===== src/rtl/nhqp_pkg.sv =====
package nhqp_pkg;

    localparam int ADMIN_DEPTH = 64;
    localparam int IO_DEPTH    = 128;

    localparam int ADMIN_PTR_W = (ADMIN_DEPTH > 1) ? $clog2(ADMIN_DEPTH) : 1;
    localparam int IO_PTR_W    = (IO_DEPTH > 1) ? $clog2(IO_DEPTH) : 1;

    localparam int OP_W     = 2;
    localparam int KIND_W   = 3;
    localparam int DBOFF_W  = 19;
    localparam int DBVAL_W  = 8;
    localparam int CID_W    = 16;
    localparam int STRIDE_W = 4;
    localparam int TMO_W    = 16;
    localparam int CFG_IDX_W  = 1;
    localparam int CFG_DATA_W = 16;

    localparam logic [DBOFF_W-1:0] DB_BASE = 19'h01000;

    localparam logic [OP_W-1:0] OP_SUBMIT = 2'd0;
    localparam logic [OP_W-1:0] OP_CPL    = 2'd1;
    localparam logic [OP_W-1:0] OP_TICK   = 2'd2;

    localparam logic [KIND_W-1:0] KIND_SUBMITTED = 3'd0;
    localparam logic [KIND_W-1:0] KIND_DONE_OK   = 3'd1;
    localparam logic [KIND_W-1:0] KIND_DONE_ERR  = 3'd2;
    localparam logic [KIND_W-1:0] KIND_NOT_READY = 3'd3;
    localparam logic [KIND_W-1:0] KIND_TIMEOUT   = 3'd4;
    localparam logic [KIND_W-1:0] KIND_BUSY      = 3'd5;
    localparam logic [KIND_W-1:0] KIND_IGNORED   = 3'd6;

    localparam logic [CFG_IDX_W-1:0] CFG_STRIDE  = 1'd0;
    localparam logic [CFG_IDX_W-1:0] CFG_TIMEOUT = 1'd1;

    localparam logic [TMO_W-1:0] TIMEOUT_RESET = 16'd300;

    typedef struct packed {
        logic [OP_W-1:0] op;
        logic            queue_sel;
        logic [7:0]      opcode;
        logic [15:0]     cqe_status;
        logic [31:0]     cqe_result;
    } t_item;

    typedef struct packed {
        logic [KIND_W-1:0]  kind;
        logic               queue_id;
        logic               doorbell_write;
        logic [DBOFF_W-1:0] doorbell_offset;
        logic [DBVAL_W-1:0] doorbell_value;
        logic [31:0]        command_word;
        logic [7:0]         sq_slot;
        logic [7:0]         status_code;
        logic [2:0]         status_type;
        logic [31:0]        result_dword;
    } t_result;

endpackage


===== src/rtl/nhqp_in_reg.sv =====
module nhqp_in_reg (
    input  logic           i_clk,
    input  logic           i_rst_n,
    input  logic           i_valid,
    output logic           o_stall,
    input  nhqp_pkg::t_item i_item,
    input  logic           i_advance,
    output logic           o_valid,
    output nhqp_pkg::t_item o_item
);
    import nhqp_pkg::*;

    logic  r_valid;
    t_item r_item;
    logic  load;

    assign load    = !r_valid || i_advance;
    assign o_stall = !load;
    assign o_valid = r_valid;
    assign o_item  = r_item;

    always_ff @(posedge i_clk) begin
        if (!i_rst_n) begin
            r_valid <= 1'b0;
        end else if (load) begin
            r_valid <= i_valid;
        end
    end

    always_ff @(posedge i_clk) begin
        if (load && i_valid) begin
            r_item <= i_item;
        end
    end

endmodule


===== src/rtl/nhqp_core.sv =====
module nhqp_core (
    input  logic                                 i_clk,
    input  logic                                 i_rst_n,
    input  logic                                 i_cfg_we,
    input  logic [nhqp_pkg::CFG_IDX_W-1:0]       i_cfg_index,
    input  logic [nhqp_pkg::CFG_DATA_W-1:0]      i_cfg_data,
    input  logic                                 i_fire,
    input  nhqp_pkg::t_item                      i_item,
    output logic                                 o_res_valid,
    output nhqp_pkg::t_result                    o_res
);
    import nhqp_pkg::*;

    logic [STRIDE_W-1:0]    r_stride;
    logic [TMO_W-1:0]       r_timeout;

    logic                   r_busy, n_busy;
    logic                   r_busy_queue, n_busy_queue;
    logic [TMO_W-1:0]       r_wait_count, n_wait_count;
    logic [ADMIN_PTR_W-1:0] r_admin_tail, n_admin_tail;
    logic [ADMIN_PTR_W-1:0] r_admin_head, n_admin_head;
    logic                   r_admin_phase, n_admin_phase;
    logic [IO_PTR_W-1:0]    r_io_tail, n_io_tail;
    logic [IO_PTR_W-1:0]    r_io_head, n_io_head;
    logic                   r_io_phase, n_io_phase;
    logic [CID_W-1:0]       r_cid_ctr, n_cid_ctr;

    logic [ADMIN_PTR_W-1:0] admin_tail_inc, admin_head_inc;
    logic [IO_PTR_W-1:0]    io_tail_inc, io_head_inc;
    logic [CID_W-1:0]       cid_inc;
    logic [DBOFF_W-1:0]     sq_db_off, cq_db_off;
    logic [7:0]             sc;
    logic [2:0]             sct;
    logic                   cur_phase;

    always_ff @(posedge i_clk) begin
        if (!i_rst_n) begin
            r_stride  <= '0;
            r_timeout <= TIMEOUT_RESET;
        end else if (i_cfg_we) begin
            unique case (i_cfg_index)
                CFG_STRIDE:  r_stride  <= i_cfg_data[STRIDE_W-1:0];
                CFG_TIMEOUT: r_timeout <= i_cfg_data[TMO_W-1:0];
                default: ;
            endcase
        end
    end

    // pointer increments modulo the queue depth
    assign admin_tail_inc = (r_admin_tail == ADMIN_PTR_W'(ADMIN_DEPTH - 1)) ? '0
                          : r_admin_tail + 1'b1;
    assign admin_head_inc = (r_admin_head == ADMIN_PTR_W'(ADMIN_DEPTH - 1)) ? '0
                          : r_admin_head + 1'b1;
    assign io_tail_inc    = (r_io_tail == IO_PTR_W'(IO_DEPTH - 1)) ? '0 : r_io_tail + 1'b1;
    assign io_head_inc    = (r_io_head == IO_PTR_W'(IO_DEPTH - 1)) ? '0 : r_io_head + 1'b1;

    // command id skips zero on wrap
    assign cid_inc = (r_cid_ctr == '1) ? CID_W'(1) : r_cid_ctr + 1'b1;

    // doorbell index is 2*q for the tail and 2*q+1 for the head, step is 4 << stride
    assign sq_db_off = DB_BASE
                     + (DBOFF_W'({i_item.queue_sel, 1'b0}) << (5'(r_stride) + 5'd2));
    assign cq_db_off = DB_BASE
                     + (DBOFF_W'({r_busy_queue, 1'b1}) << (5'(r_stride) + 5'd2));

    assign sc        = i_item.cqe_status[8:1];
    assign sct       = i_item.cqe_status[11:9];
    assign cur_phase = r_busy_queue ? r_io_phase : r_admin_phase;

    always_comb begin
        n_busy        = r_busy;
        n_busy_queue  = r_busy_queue;
        n_wait_count  = r_wait_count;
        n_admin_tail  = r_admin_tail;
        n_admin_head  = r_admin_head;
        n_admin_phase = r_admin_phase;
        n_io_tail     = r_io_tail;
        n_io_head     = r_io_head;
        n_io_phase    = r_io_phase;
        n_cid_ctr     = r_cid_ctr;
        o_res_valid   = 1'b0;
        o_res         = '0;
        unique case (i_item.op)
            OP_SUBMIT: begin
                o_res_valid    = 1'b1;
                o_res.queue_id = i_item.queue_sel;
                if (r_busy) begin
                    o_res.kind = KIND_BUSY;
                end else begin
                    n_cid_ctr    = cid_inc;
                    n_busy       = 1'b1;
                    n_busy_queue = i_item.queue_sel;
                    n_wait_count = '0;
                    o_res.kind            = KIND_SUBMITTED;
                    o_res.doorbell_write  = 1'b1;
                    o_res.doorbell_offset = sq_db_off;
                    o_res.command_word    = {r_cid_ctr, 8'h00, i_item.opcode};
                    if (i_item.queue_sel) begin
                        n_io_tail            = io_tail_inc;
                        o_res.sq_slot        = 8'(r_io_tail);
                        o_res.doorbell_value = DBVAL_W'(io_tail_inc);
                    end else begin
                        n_admin_tail         = admin_tail_inc;
                        o_res.sq_slot        = 8'(r_admin_tail);
                        o_res.doorbell_value = DBVAL_W'(admin_tail_inc);
                    end
                end
            end
            OP_CPL, OP_TICK: begin
                if (!r_busy) begin
                    o_res_valid = 1'b1;
                    o_res.kind  = KIND_IGNORED;
                end else if (i_item.op == OP_CPL) begin
                    o_res_valid    = 1'b1;
                    o_res.queue_id = r_busy_queue;
                    if (i_item.cqe_status[0] != cur_phase) begin
                        o_res.kind = KIND_NOT_READY;
                    end else begin
                        n_busy       = 1'b0;
                        n_wait_count = '0;
                        o_res.kind            = (sc != '0 || sct != '0) ? KIND_DONE_ERR
                                                                        : KIND_DONE_OK;
                        o_res.doorbell_write  = 1'b1;
                        o_res.doorbell_offset = cq_db_off;
                        o_res.status_code     = sc;
                        o_res.status_type     = sct;
                        o_res.result_dword    = i_item.cqe_result;
                        if (r_busy_queue) begin
                            n_io_head            = io_head_inc;
                            o_res.doorbell_value = DBVAL_W'(io_head_inc);
                            if (io_head_inc == '0) begin
                                n_io_phase = ~r_io_phase;
                            end
                        end else begin
                            n_admin_head         = admin_head_inc;
                            o_res.doorbell_value = DBVAL_W'(admin_head_inc);
                            if (admin_head_inc == '0) begin
                                n_admin_phase = ~r_admin_phase;
                            end
                        end
                    end
                end else if (r_wait_count >= r_timeout) begin
                    o_res_valid    = 1'b1;
                    o_res.queue_id = r_busy_queue;
                    o_res.kind     = KIND_TIMEOUT;
                    n_busy         = 1'b0;
                    n_wait_count   = '0;
                end else begin
                    n_wait_count = r_wait_count + 1'b1;
                end
            end
            default: ;
        endcase
    end

    always_ff @(posedge i_clk) begin
        if (!i_rst_n) begin
            r_busy        <= 1'b0;
            r_busy_queue  <= 1'b0;
            r_wait_count  <= '0;
            r_admin_tail  <= '0;
            r_admin_head  <= '0;
            r_admin_phase <= 1'b1;
            r_io_tail     <= '0;
            r_io_head     <= '0;
            r_io_phase    <= 1'b1;
            r_cid_ctr     <= CID_W'(1);
        end else if (i_fire) begin
            r_busy        <= n_busy;
            r_busy_queue  <= n_busy_queue;
            r_wait_count  <= n_wait_count;
            r_admin_tail  <= n_admin_tail;
            r_admin_head  <= n_admin_head;
            r_admin_phase <= n_admin_phase;
            r_io_tail     <= n_io_tail;
            r_io_head     <= n_io_head;
            r_io_phase    <= n_io_phase;
            r_cid_ctr     <= n_cid_ctr;
        end
    end

`ifndef ASSERT_OFF
    a_idle_no_wait: assert property (@(posedge i_clk) disable iff (!i_rst_n)
        !r_busy |-> r_wait_count == '0)
        else $error("wait count nonzero while idle");

    a_cid_nonzero: assert property (@(posedge i_clk) disable iff (!i_rst_n)
        r_cid_ctr != '0)
        else $error("command id reached zero");

    a_submit_busy: assert property (@(posedge i_clk) disable iff (!i_rst_n)
        i_fire && !r_busy && i_item.op == OP_SUBMIT |=> r_busy)
        else $error("accepted submit did not mark engine busy");

    a_reject_when_busy: assert property (@(posedge i_clk) disable iff (!i_rst_n)
        i_fire && r_busy && i_item.op == OP_SUBMIT |=> r_busy && $stable(r_cid_ctr))
        else $error("submit while busy changed state");
`endif

endmodule


===== src/rtl/nhqp_out_reg.sv =====
module nhqp_out_reg (
    input  logic              i_clk,
    input  logic              i_rst_n,
    input  logic              i_load,
    input  nhqp_pkg::t_result i_res,
    output logic              o_ready,
    output logic              o_valid,
    input  logic              i_stall,
    output nhqp_pkg::t_result o_res
);
    import nhqp_pkg::*;

    logic    r_valid;
    t_result r_res;

    assign o_ready = !r_valid || !i_stall;
    assign o_valid = r_valid;
    assign o_res   = r_res;

    always_ff @(posedge i_clk) begin
        if (!i_rst_n) begin
            r_valid <= 1'b0;
        end else if (o_ready) begin
            r_valid <= i_load;
        end
    end

    always_ff @(posedge i_clk) begin
        if (o_ready && i_load) begin
            r_res <= i_res;
        end
    end

endmodule


===== src/rtl/nvme_host_queue_pair_engine_unit.sv =====
// channel   direction  handshake               payload
// in        input      i_in_valid / o_in_stall  op, queue_sel, opcode, cqe_status, cqe_result
// out       output     o_out_valid / i_out_stall kind, queue_id, doorbell_*, command_word,
//                                               sq_slot, status_code, status_type, result_dword
// cfg       input      i_cfg_we                 i_cfg_index, i_cfg_data
//
// one beat per cycle unless output stalls; a beat passes the input, then the output register
// an input register feeds the queue state logic, which loads one output register
// ticks that only count and unused op codes produce no output beat
// reset is synchronous and active low; pointers, phases and the command id take reset values
// a stalled output holds the input register, which then stalls the input side
module nvme_host_queue_pair_engine_unit (
    input  logic                                 i_clk,
    input  logic                                 i_rst_n,
    input  logic                                 i_cfg_we,
    input  logic [nhqp_pkg::CFG_IDX_W-1:0]       i_cfg_index,
    input  logic [nhqp_pkg::CFG_DATA_W-1:0]      i_cfg_data,
    input  logic                                 i_in_valid,
    output logic                                 o_in_stall,
    input  logic [nhqp_pkg::OP_W-1:0]            i_op,
    input  logic                                 i_queue_sel,
    input  logic [7:0]                           i_opcode,
    input  logic [15:0]                          i_cqe_status,
    input  logic [31:0]                          i_cqe_result,
    output logic                                 o_out_valid,
    input  logic                                 i_out_stall,
    output logic [nhqp_pkg::KIND_W-1:0]          o_kind,
    output logic                                 o_queue_id,
    output logic                                 o_doorbell_write,
    output logic [nhqp_pkg::DBOFF_W-1:0]         o_doorbell_offset,
    output logic [nhqp_pkg::DBVAL_W-1:0]         o_doorbell_value,
    output logic [31:0]                          o_command_word,
    output logic [7:0]                           o_sq_slot,
    output logic [7:0]                           o_status_code,
    output logic [2:0]                           o_status_type,
    output logic [31:0]                          o_result_dword
);
    import nhqp_pkg::*;

    t_item   in_item, held_item;
    t_result core_res, out_res;
    logic    held_valid;
    logic    out_ready;
    logic    fire;
    logic    res_valid;

    assign in_item = '{op: i_op, queue_sel: i_queue_sel, opcode: i_opcode,
                       cqe_status: i_cqe_status, cqe_result: i_cqe_result};

    // the held beat moves on whenever the output register can take a result
    assign fire = held_valid && out_ready;

    nhqp_in_reg u_in_reg (
        .i_clk     (i_clk),
        .i_rst_n   (i_rst_n),
        .i_valid   (i_in_valid),
        .o_stall   (o_in_stall),
        .i_item    (in_item),
        .i_advance (fire),
        .o_valid   (held_valid),
        .o_item    (held_item)
    );

    nhqp_core u_core (
        .i_clk       (i_clk),
        .i_rst_n     (i_rst_n),
        .i_cfg_we    (i_cfg_we),
        .i_cfg_index (i_cfg_index),
        .i_cfg_data  (i_cfg_data),
        .i_fire      (fire),
        .i_item      (held_item),
        .o_res_valid (res_valid),
        .o_res       (core_res)
    );

    nhqp_out_reg u_out_reg (
        .i_clk   (i_clk),
        .i_rst_n (i_rst_n),
        .i_load  (fire && res_valid),
        .i_res   (core_res),
        .o_ready (out_ready),
        .o_valid (o_out_valid),
        .i_stall (i_out_stall),
        .o_res   (out_res)
    );

    assign o_kind            = out_res.kind;
    assign o_queue_id        = out_res.queue_id;
    assign o_doorbell_write  = out_res.doorbell_write;
    assign o_doorbell_offset = out_res.doorbell_offset;
    assign o_doorbell_value  = out_res.doorbell_value;
    assign o_command_word    = out_res.command_word;
    assign o_sq_slot         = out_res.sq_slot;
    assign o_status_code     = out_res.status_code;
    assign o_status_type     = out_res.status_type;
    assign o_result_dword    = out_res.result_dword;

endmodule

===== config.mk =====
export PLATFORM = sky130hd
export DESIGN_NAME = nvme_host_queue_pair_engine_unit
export DESIGN_NICKNAME = d
export VERILOG_FILES = /design/src/rtl/nhqp_pkg.sv /design/src/rtl/nhqp_in_reg.sv /design/src/rtl/nhqp_core.sv /design/src/rtl/nhqp_out_reg.sv /design/src/rtl/nvme_host_queue_pair_engine_unit.sv
export SDC_FILE = /design/constraint.sdc
export NUM_CORES = 1
export LEC_CHECK = 0
export ABC_AREA = 1
export BUFFER_PORTS_ARGS = -buffer_cell sky130_fd_sc_hd__buf_2
export CAP_MARGIN = 10
export CORE_ASPECT_RATIO = 0.9
export CORE_UTILIZATION = 50
export DETAILED_ROUTE_END_ITERATION = 10
export PLACE_DENSITY = 0.8
export REMOVE_ABC_BUFFERS = 1
export SKIP_LAST_GASP = 1
export SYNTH_ARGS = -nofsm -noshare
export SYNTH_HDL_FRONTEND = slang
export SYNTH_SLANG_ARGS = --single-unit

===== constraint.sdc =====
create_clock -name i_clk -period 3.8 [get_ports i_clk]
set_clock_uncertainty 0.15 [all_clocks]
set_input_delay 0.38 -clock i_clk [delete_from_list [all_inputs] [get_ports i_clk]]
set_output_delay 0.38 -clock i_clk [all_outputs]
set_load 0.01 [all_outputs]

==> reports/metrics.csv, run 1 <==
stage;metric;value;unit
grt;use_met2;0.374;
timing;fmax;358;MHz
synth;async_flop_share;0;
synth;synth_flop_cell;edfxtp_1;
power_and_ir_drop;combinationalPowerShare;0.074;
synth;syn_area;10700;um^2
floorplan;chipWidth;156;um
timing;setup_slack;1010;ps
clocking;clk_pin_slew;60;ps
setup_path;cp.arrival;2850;ps
timing;finalSetupViolations;0;
layout;multi_input_comb_area;3420;um^2
grt;antenna_found_initial;0;
layout;syn2layout_area_growth;26.3;%
power_and_ir_drop;p_total;0.00615;W
setup_path;crit_required;3860;ps
grt;grt-ovfl-total;0;
floorplan;die-area;22000;um^2
synth;synth_top_area_cell;edfxtp_1;
timing;whs;27.8;ps
power_and_ir_drop;switchingPower;0.00132;W
place;place_congestion;0.953;
route;drc;0;
layout;seq_area;6490;um^2
synth;synthTopCellsByArea;edfxtp_1 45%, dfxtp_1 16%, nor2_1 6.2%;
route;wl_per_cell;14.5;um
clocking;clock_sinks;244;
place;pre_cts_ws;1040;ps
grt;grt_max_degree;51;
timing;finalHoldViolations;0;
floorplan;rows;50;
place;portBuffers;183;
power_and_ir_drop;peakVddDrop;0.000319;V
clocking;cts_buffer_depth;3;
timing;period_share;0.735;
route;postRouteAntennaNets;0;
clocking;cts_setup_buffers;0;
power_and_ir_drop;power_density;454;nW/um^2
layout;num-nets-final;1472;
synth;synthMuxAreaShare;0.000934;
synth;synth_cell_types;55;
layout;diodes;0;
run_status;status;finished, final reports clean;
route;dr.pass1.iters;5;
clocking;cts.repair.resized;0;
route;wl;24.2;mm
timing;period_minus_slack;2790;ps
route;avgViaCountPerCell;5.10;
floorplan;start_util;0.513;
synth;netlist_top_cells_count;177 x nor2_1, 160 x edfxtp_1, 154 x inv_1, 139 x nand2_1, 84 x dfxtp_1;
clocking;cts_tree;done;
synth;ys_seq_elements;244;
synth;synth_xor_area_frac;0.0155;
floorplan;io_pins;198;
synth;synthAdderAreaFrac;0.0350;
synth;netlist.area_leader.share;0.448;
setup_path;endpoint_kind;flip-flop;
synth;yosysMostFrequentCell;nor2_1;
grt;grt_busiest_layer;met2;
route;vias;8501;
floorplan;core;20900;um^2
timing;tns;0;ps
synth;yosys_warnings;0;
place;postPlaceCellArea;11900;um^2
clocking;htree_levels;1;
grt;use_met3;0.0486;
timing;worstMarginPinSlew;919;ps
floorplan;die_y;141;um
power_and_ir_drop;p_clk_frac;0.442;
synth;postSynthAreaPerCell;9.74;um^2
layout;n_fill_cell;1618;
timing;rsz0062_at_grt;false;
power_and_ir_drop;swShare;0.215;
grt;grt_pass1_vias;8063;
grt;grt_pass1_wl;38.7;mm
setup_path;worstSetupPathType;reg2reg;
synth;yosys.area_share.simple;0.172;
synth;ys_seq_area_frac;0.605;
layout;final_area;13500;um^2
timing;slew_headroom;0.387;
power_and_ir_drop;p_int;0.00483;W
synth;postSynthCellCount;1100;
grt;grt_use_met1;0.277;
synth;synth_top_family_by_area;simple AND/OR/NAND/NOR gates;
route;drt-initial-drc-count;488;
timing;slew_viol_final;0;
power_and_ir_drop;p_seq_frac;0.485;
layout;drive_gt1_frac;0.198;
worst_hold_path;hold_path_class;in2reg;
clocking;cts_hold_buf;69;
run;drv_cap;0;
power_and_ir_drop;leakage;5.54;nW
place;hpwl;15.8;mm
clocking;cts_root_buffer;clkbuf_16;
setup_path;critPathLaunchType;flip-flop;
grt;grt_util_all_layers;0.220;
clocking;cts_buffers;26;
clocking;clk_latency;520;ps
synth;synth_compound_area_frac;0.0919;
setup_path;crit_fanout;38;
synth;synth_edf_count;160;
layout make-up:
| type | count | area share |
|---|---|---|
| multi-input combinational | 661 | 0.253 |
| timing repair buffer | 262 | 0.126 |
| clock buffer | 35 | 0.0551 |
| inverter | 166 | 0.0462 |
| sequential | 244 | 0.479 |
| tap | 286 | 0.0264 |
| clock inverter | 13 | 0.0140 |
sequential cells by signal, indices dropped and copies added (netlist names), 4 cells and up:
register,cells
u_core.r_admin_head,6
u_core.r_admin_tail,6
u_core.r_cid_ctr,16
u_core.r_io_head,7
u_core.r_io_tail,7
u_core.r_stride,4
u_core.r_timeout,16
u_core.r_wait_count,16
u_in_reg.o_item,55
u_out_reg.o_res,105
path summary, 6_finish.rpt:
check	from	endpoint	slack (ps)	cells past startpoint
hold / removal	i_cfg_data[13]	u_core.r_timeout[13]$_SDFFE_PN0P_	30	3
setup / recovery	u_core.r_wait_count[7]$_SDFFE_PN0P_	u_out_reg.o_res[53]$_SDFFCE_PN0P_	1010	11
setup reg to reg	u_core.r_wait_count[7]$_SDFFE_PN0P_	u_out_reg.o_res[53]$_SDFFCE_PN0P_	1010	11
hold reg to reg	u_core.r_timeout[7]$_SDFFE_PN0P_	u_core.r_timeout[7]$_SDFFE_PN0P_	310	2
worst max-delay path, stage by stage (launching register included):
cell     delay [ps]
dfxtp_1         350
ha_1            310
nand2_1          70
nor2_1          120
nor3b_1         250
nand2_1         110
nand4_1         170
nand2_1         110
nand2_1          70
nand2_1          90
inv_4           340
buf_12          290
layer usage:
| layer | share of wire | routed length, um |
|---|---|---|
| met1 | 0.42 | 10200 |
| met2 | 0.48 | 11600 |
| met3 | 0.071 | 1720 |
| met4 | 0.026 | 618 |
| met5 | 0 | 0 |
power groups by stage:
stage          clock, W  sequential [W]  combinational, W
4_1_cts         0.00276         0.00298          0.000446
2_1_floorplan         0         0.00307          0.000186
6_report        0.00272         0.00298          0.000454
3_3_place_gp          0         0.00303          0.000379
3_5_place_dp          0         0.00303          0.000389
5_1_grt         0.00286         0.00299          0.000499
cell families (layout without fill, tap and decap cells):
group | Yosys count | after routing
DFF | 244 | 244
other | 1 | 10
AOI/OAI and AO/OA | 175 | 175
xor gates and xnor gates | 19 | 19
muxes | 1 | 1
and+or+nand+nor | 426 | 426
adders and majority gates | 30 | 30
buffers and inverters | 204 | 476
cells in the final DEF (no fill, tap or decap), types with 5 or more instances in the layout:
| cell type | instances |
|---|---|
| clkinv_1 | 5 |
| nand2_2 | 8 |
| xor2_1 | 11 |
| conb_1 | 10 |
| a211oi_1 | 6 |
| ha_1 | 30 |
| o211ai_1 | 7 |
| dfxtp_1 | 84 |
| bufinv_16 | 5 |
| nand2_1 | 139 |
| xnor2_1 | 8 |
| dlygate4sd3_1 | 69 |
| nor2_1 | 177 |
| buf_2 | 183 |
| inv_2 | 11 |
| buf_4 | 8 |
| edfxtp_1 | 160 |
| clkbuf_16 | 27 |
| a21oi_1 | 74 |
| nor3_1 | 19 |
| nand4_1 | 12 |
| nand3_1 | 49 |
| o21ai_0 | 61 |
| inv_1 | 152 |
through the flow:
stage,cells,util
final,1667,0.648
after global routing,1667,0.648
after CTS,1667,0.648
after detailed placement,1550,0.570
after global placement,1550,0.570
after floorplan,1071,-
(Power assumes the default switching activity.)
==> inputs of run 2 (changes only) <==
==> constraint.sdc (replaced) <==
create_clock -name i_clk -period 2.37 [get_ports i_clk]
set_clock_uncertainty 0.15 [all_clocks]
set_input_delay 0.237 -clock i_clk [delete_from_list [all_inputs] [get_ports i_clk]]
set_output_delay 0.237 -clock i_clk [all_outputs]
set_load 0.01 [all_outputs]
==> run 2 against run 1 <==
The flow now finishes with violations (setup timing). Clock-buffer cell count rose by 4. Sequential share of layout area fell by 2.2 points. First-iteration DRC count rose by 14%. Routed wire length rose by 10%. Fmax rose by 16%.
==> reports/metrics.csv, run 2 (synthesized netlist as in run 1, its figures left out) <==
stage;metric;value;unit
grt;grt_pass1_wl;41.3;mm
timing;period_minus_slack;2420;ps
setup_path;critPathLaunchType;flip-flop;
place;portBuffers;183;
layout;multi_input_comb_area;3620;um^2
grt;grt_util_all_layers;0.237;
clocking;cts_buffer_depth;3;
floorplan;die-area;22000;um^2
floorplan;io_pins;198;
place;place_congestion;0.915;
timing;fmax;414;MHz
layout;drive_gt1_frac;0.254;
grt;grt-ovfl-total;0;
clocking;clk_pin_slew;60;ps
route;postRouteAntennaNets;0;
layout;syn2layout_area_growth;32.7;%
route;wl_per_cell;15.5;um
setup_path;crit_path_frequent_cell;nand2_1;
timing;slew_viol_final;0;
clocking;cts_buffers;26;
place;hpwl;16.7;mm
layout;mostFrequentLayoutCell;buf_2;
setup_path;worst_path_largest_cell_delay;330;ps
route;drc;0;
layout;n_fill_cell;1527;
power_and_ir_drop;peakVddDrop;0.000600;V
floorplan;start_util;0.513;
timing;rsz0062_at_grt;true;
layout;mostFrequentLayoutCells;183 x buf_2, 174 x nor2_1, 160 x edfxtp_1, 144 x inv_1, 134 x nand2_1;
floorplan;core;20900;um^2
grt;grt_pass1_vias;8624;
setup_path;cp.arrival;2510;ps
route;wl;26.7;mm
timing;finalSetupViolations;77;
run_status;violations;setup timing;
layout;final_area;14200;um^2
timing;whs;22.6;ps
power_and_ir_drop;leakage;5.82;nW
clocking;cts_tree;done;
layout;largest_reg_flops;105;
clocking;clock_sinks;244;
setup_path;worstSetupPathType;reg2reg;
layout;num-nets-final;1527;
setup_path;crit_fanout;8;
power_and_ir_drop;p_total;0.00959;W
setup_path;r2r_setup_slack;-50;ps
floorplan;die_y;141;um
route;dr.pass1.iters;5;
grt;antenna_found_initial;1;
setup_path;cpMaxStageDelayCell;dfxtp_1;
route;vias;8865;
clocking;clk_latency;520;ps
run_status;status;finished with violations;
timing;finalHoldViolations;0;
timing;period_share;1.02;
route;drt-initial-drc-count;555;
place;postPlaceCellArea;12200;um^2
clocking;cts_root_buffer;clkbuf_16;
grt;grt_max_degree;54;
worst_hold_path;hold_path_class;in2reg;
setup_path;crit_chain;inv_2 -> ha_4 -> nand2_1 -> nor2_2 -> buf_4 -> nand2_1 -> nand2_1 -> nand2_1 -> nand4_1 -> nand2_1 -> nand2_1 -> nand2_2 -> clkinv_4 -> buf_12 -> clkbuf_16;
run;drv_cap;0;
route;avgViaCountPerCell;5.15;
floorplan;chipWidth;156;um
setup_path;endpoint_kind;flip-flop;
setup_path;crit_required;2460;ps
floorplan;rows;50;
timing;setup_slack;-47.2;ps
clocking;htree_levels;1;
power_and_ir_drop;power_density;675;nW/um^2
layout;seq_area;6500;um^2
-- run 2: metrics by stage --
step           cells  TNS (ps)  setup slack, ps   util
2_1_floorplan   1071   -174270            -1660      -
3_3_place_gp    1584      -245            -9.45  0.584
3_5_place_dp    1584     -91.3            -3.80  0.584
4_1_cts         1710         0             6.92  0.663
5_1_grt         1723    -11760             -150  0.681
6_report        1723     -2280            -47.2  0.681
-- run 2: area by class of cell --
cell class | count | share of cell area
inverters | 166 | 0.0442
diodes | 1 | 0.000176
repair buffers | 317 | 0.160
multi-input cells | 661 | 0.255
well taps | 286 | 0.0252
flip-flops and latches | 244 | 0.457
clock buffers | 39 | 0.0537
clock inverters | 9 | 0.00519
-- run 2: timing repair --
item,in CTS,in global routing
hold endpoints to repair,79,0
hold buffers,75,0
gates cloned,1,5
resized for setup,3,46
setup endpoints to repair,60,110
pin swaps,0,16
setup buffers,2,7
-- run 2: worst paths after layout --
kind,from,end,depth (start not counted)
setup / recovery,u_core.r_timeout[5]$_SDFFE_PN1P_,u_out_reg.o_res[9]$_SDFFCE_PP0P_,15
hold / removal,i_cfg_we,u_core.r_stride[1]$_SDFFE_PN0P_,5
setup reg to reg,u_core.r_timeout[5]$_SDFFE_PN1P_,u_out_reg.o_res[9]$_SDFFCE_PP0P_,15
hold reg to reg,u_core.r_admin_phase$_SDFFE_PN1P_,u_core.r_admin_phase$_SDFFE_PN1P_,2
-- run 2: layer usage --
metal,vias to the layer above,wire length [um],GRT usage
met2,381,13000,0.408
met3,76,2090,0.0556
met4,0,911,0.101
met1,4116,10700,0.283
li1,4292,-,-
met5,-,0,0
-- run 2: power breakdown --
part	leakage [nW]	internal (W)	total, W	switching [W]
clock network	0.421	0.00233	0.00394	0.00161
logic	3.26	0.000378	0.000872	0.000494
registers	2.14	0.00471	0.00478	0.0000697
-- run 2: critical path, delay by kind of cell (launching register included) --
| family | cells | cell delay (ps) |
|---|---|---|
| adders and majority gates | 1 | 270 |
| buffers and inverters | 5 | 580 |
| DFF | 1 | 330 |
| and+or+nand+nor | 9 | 810 |
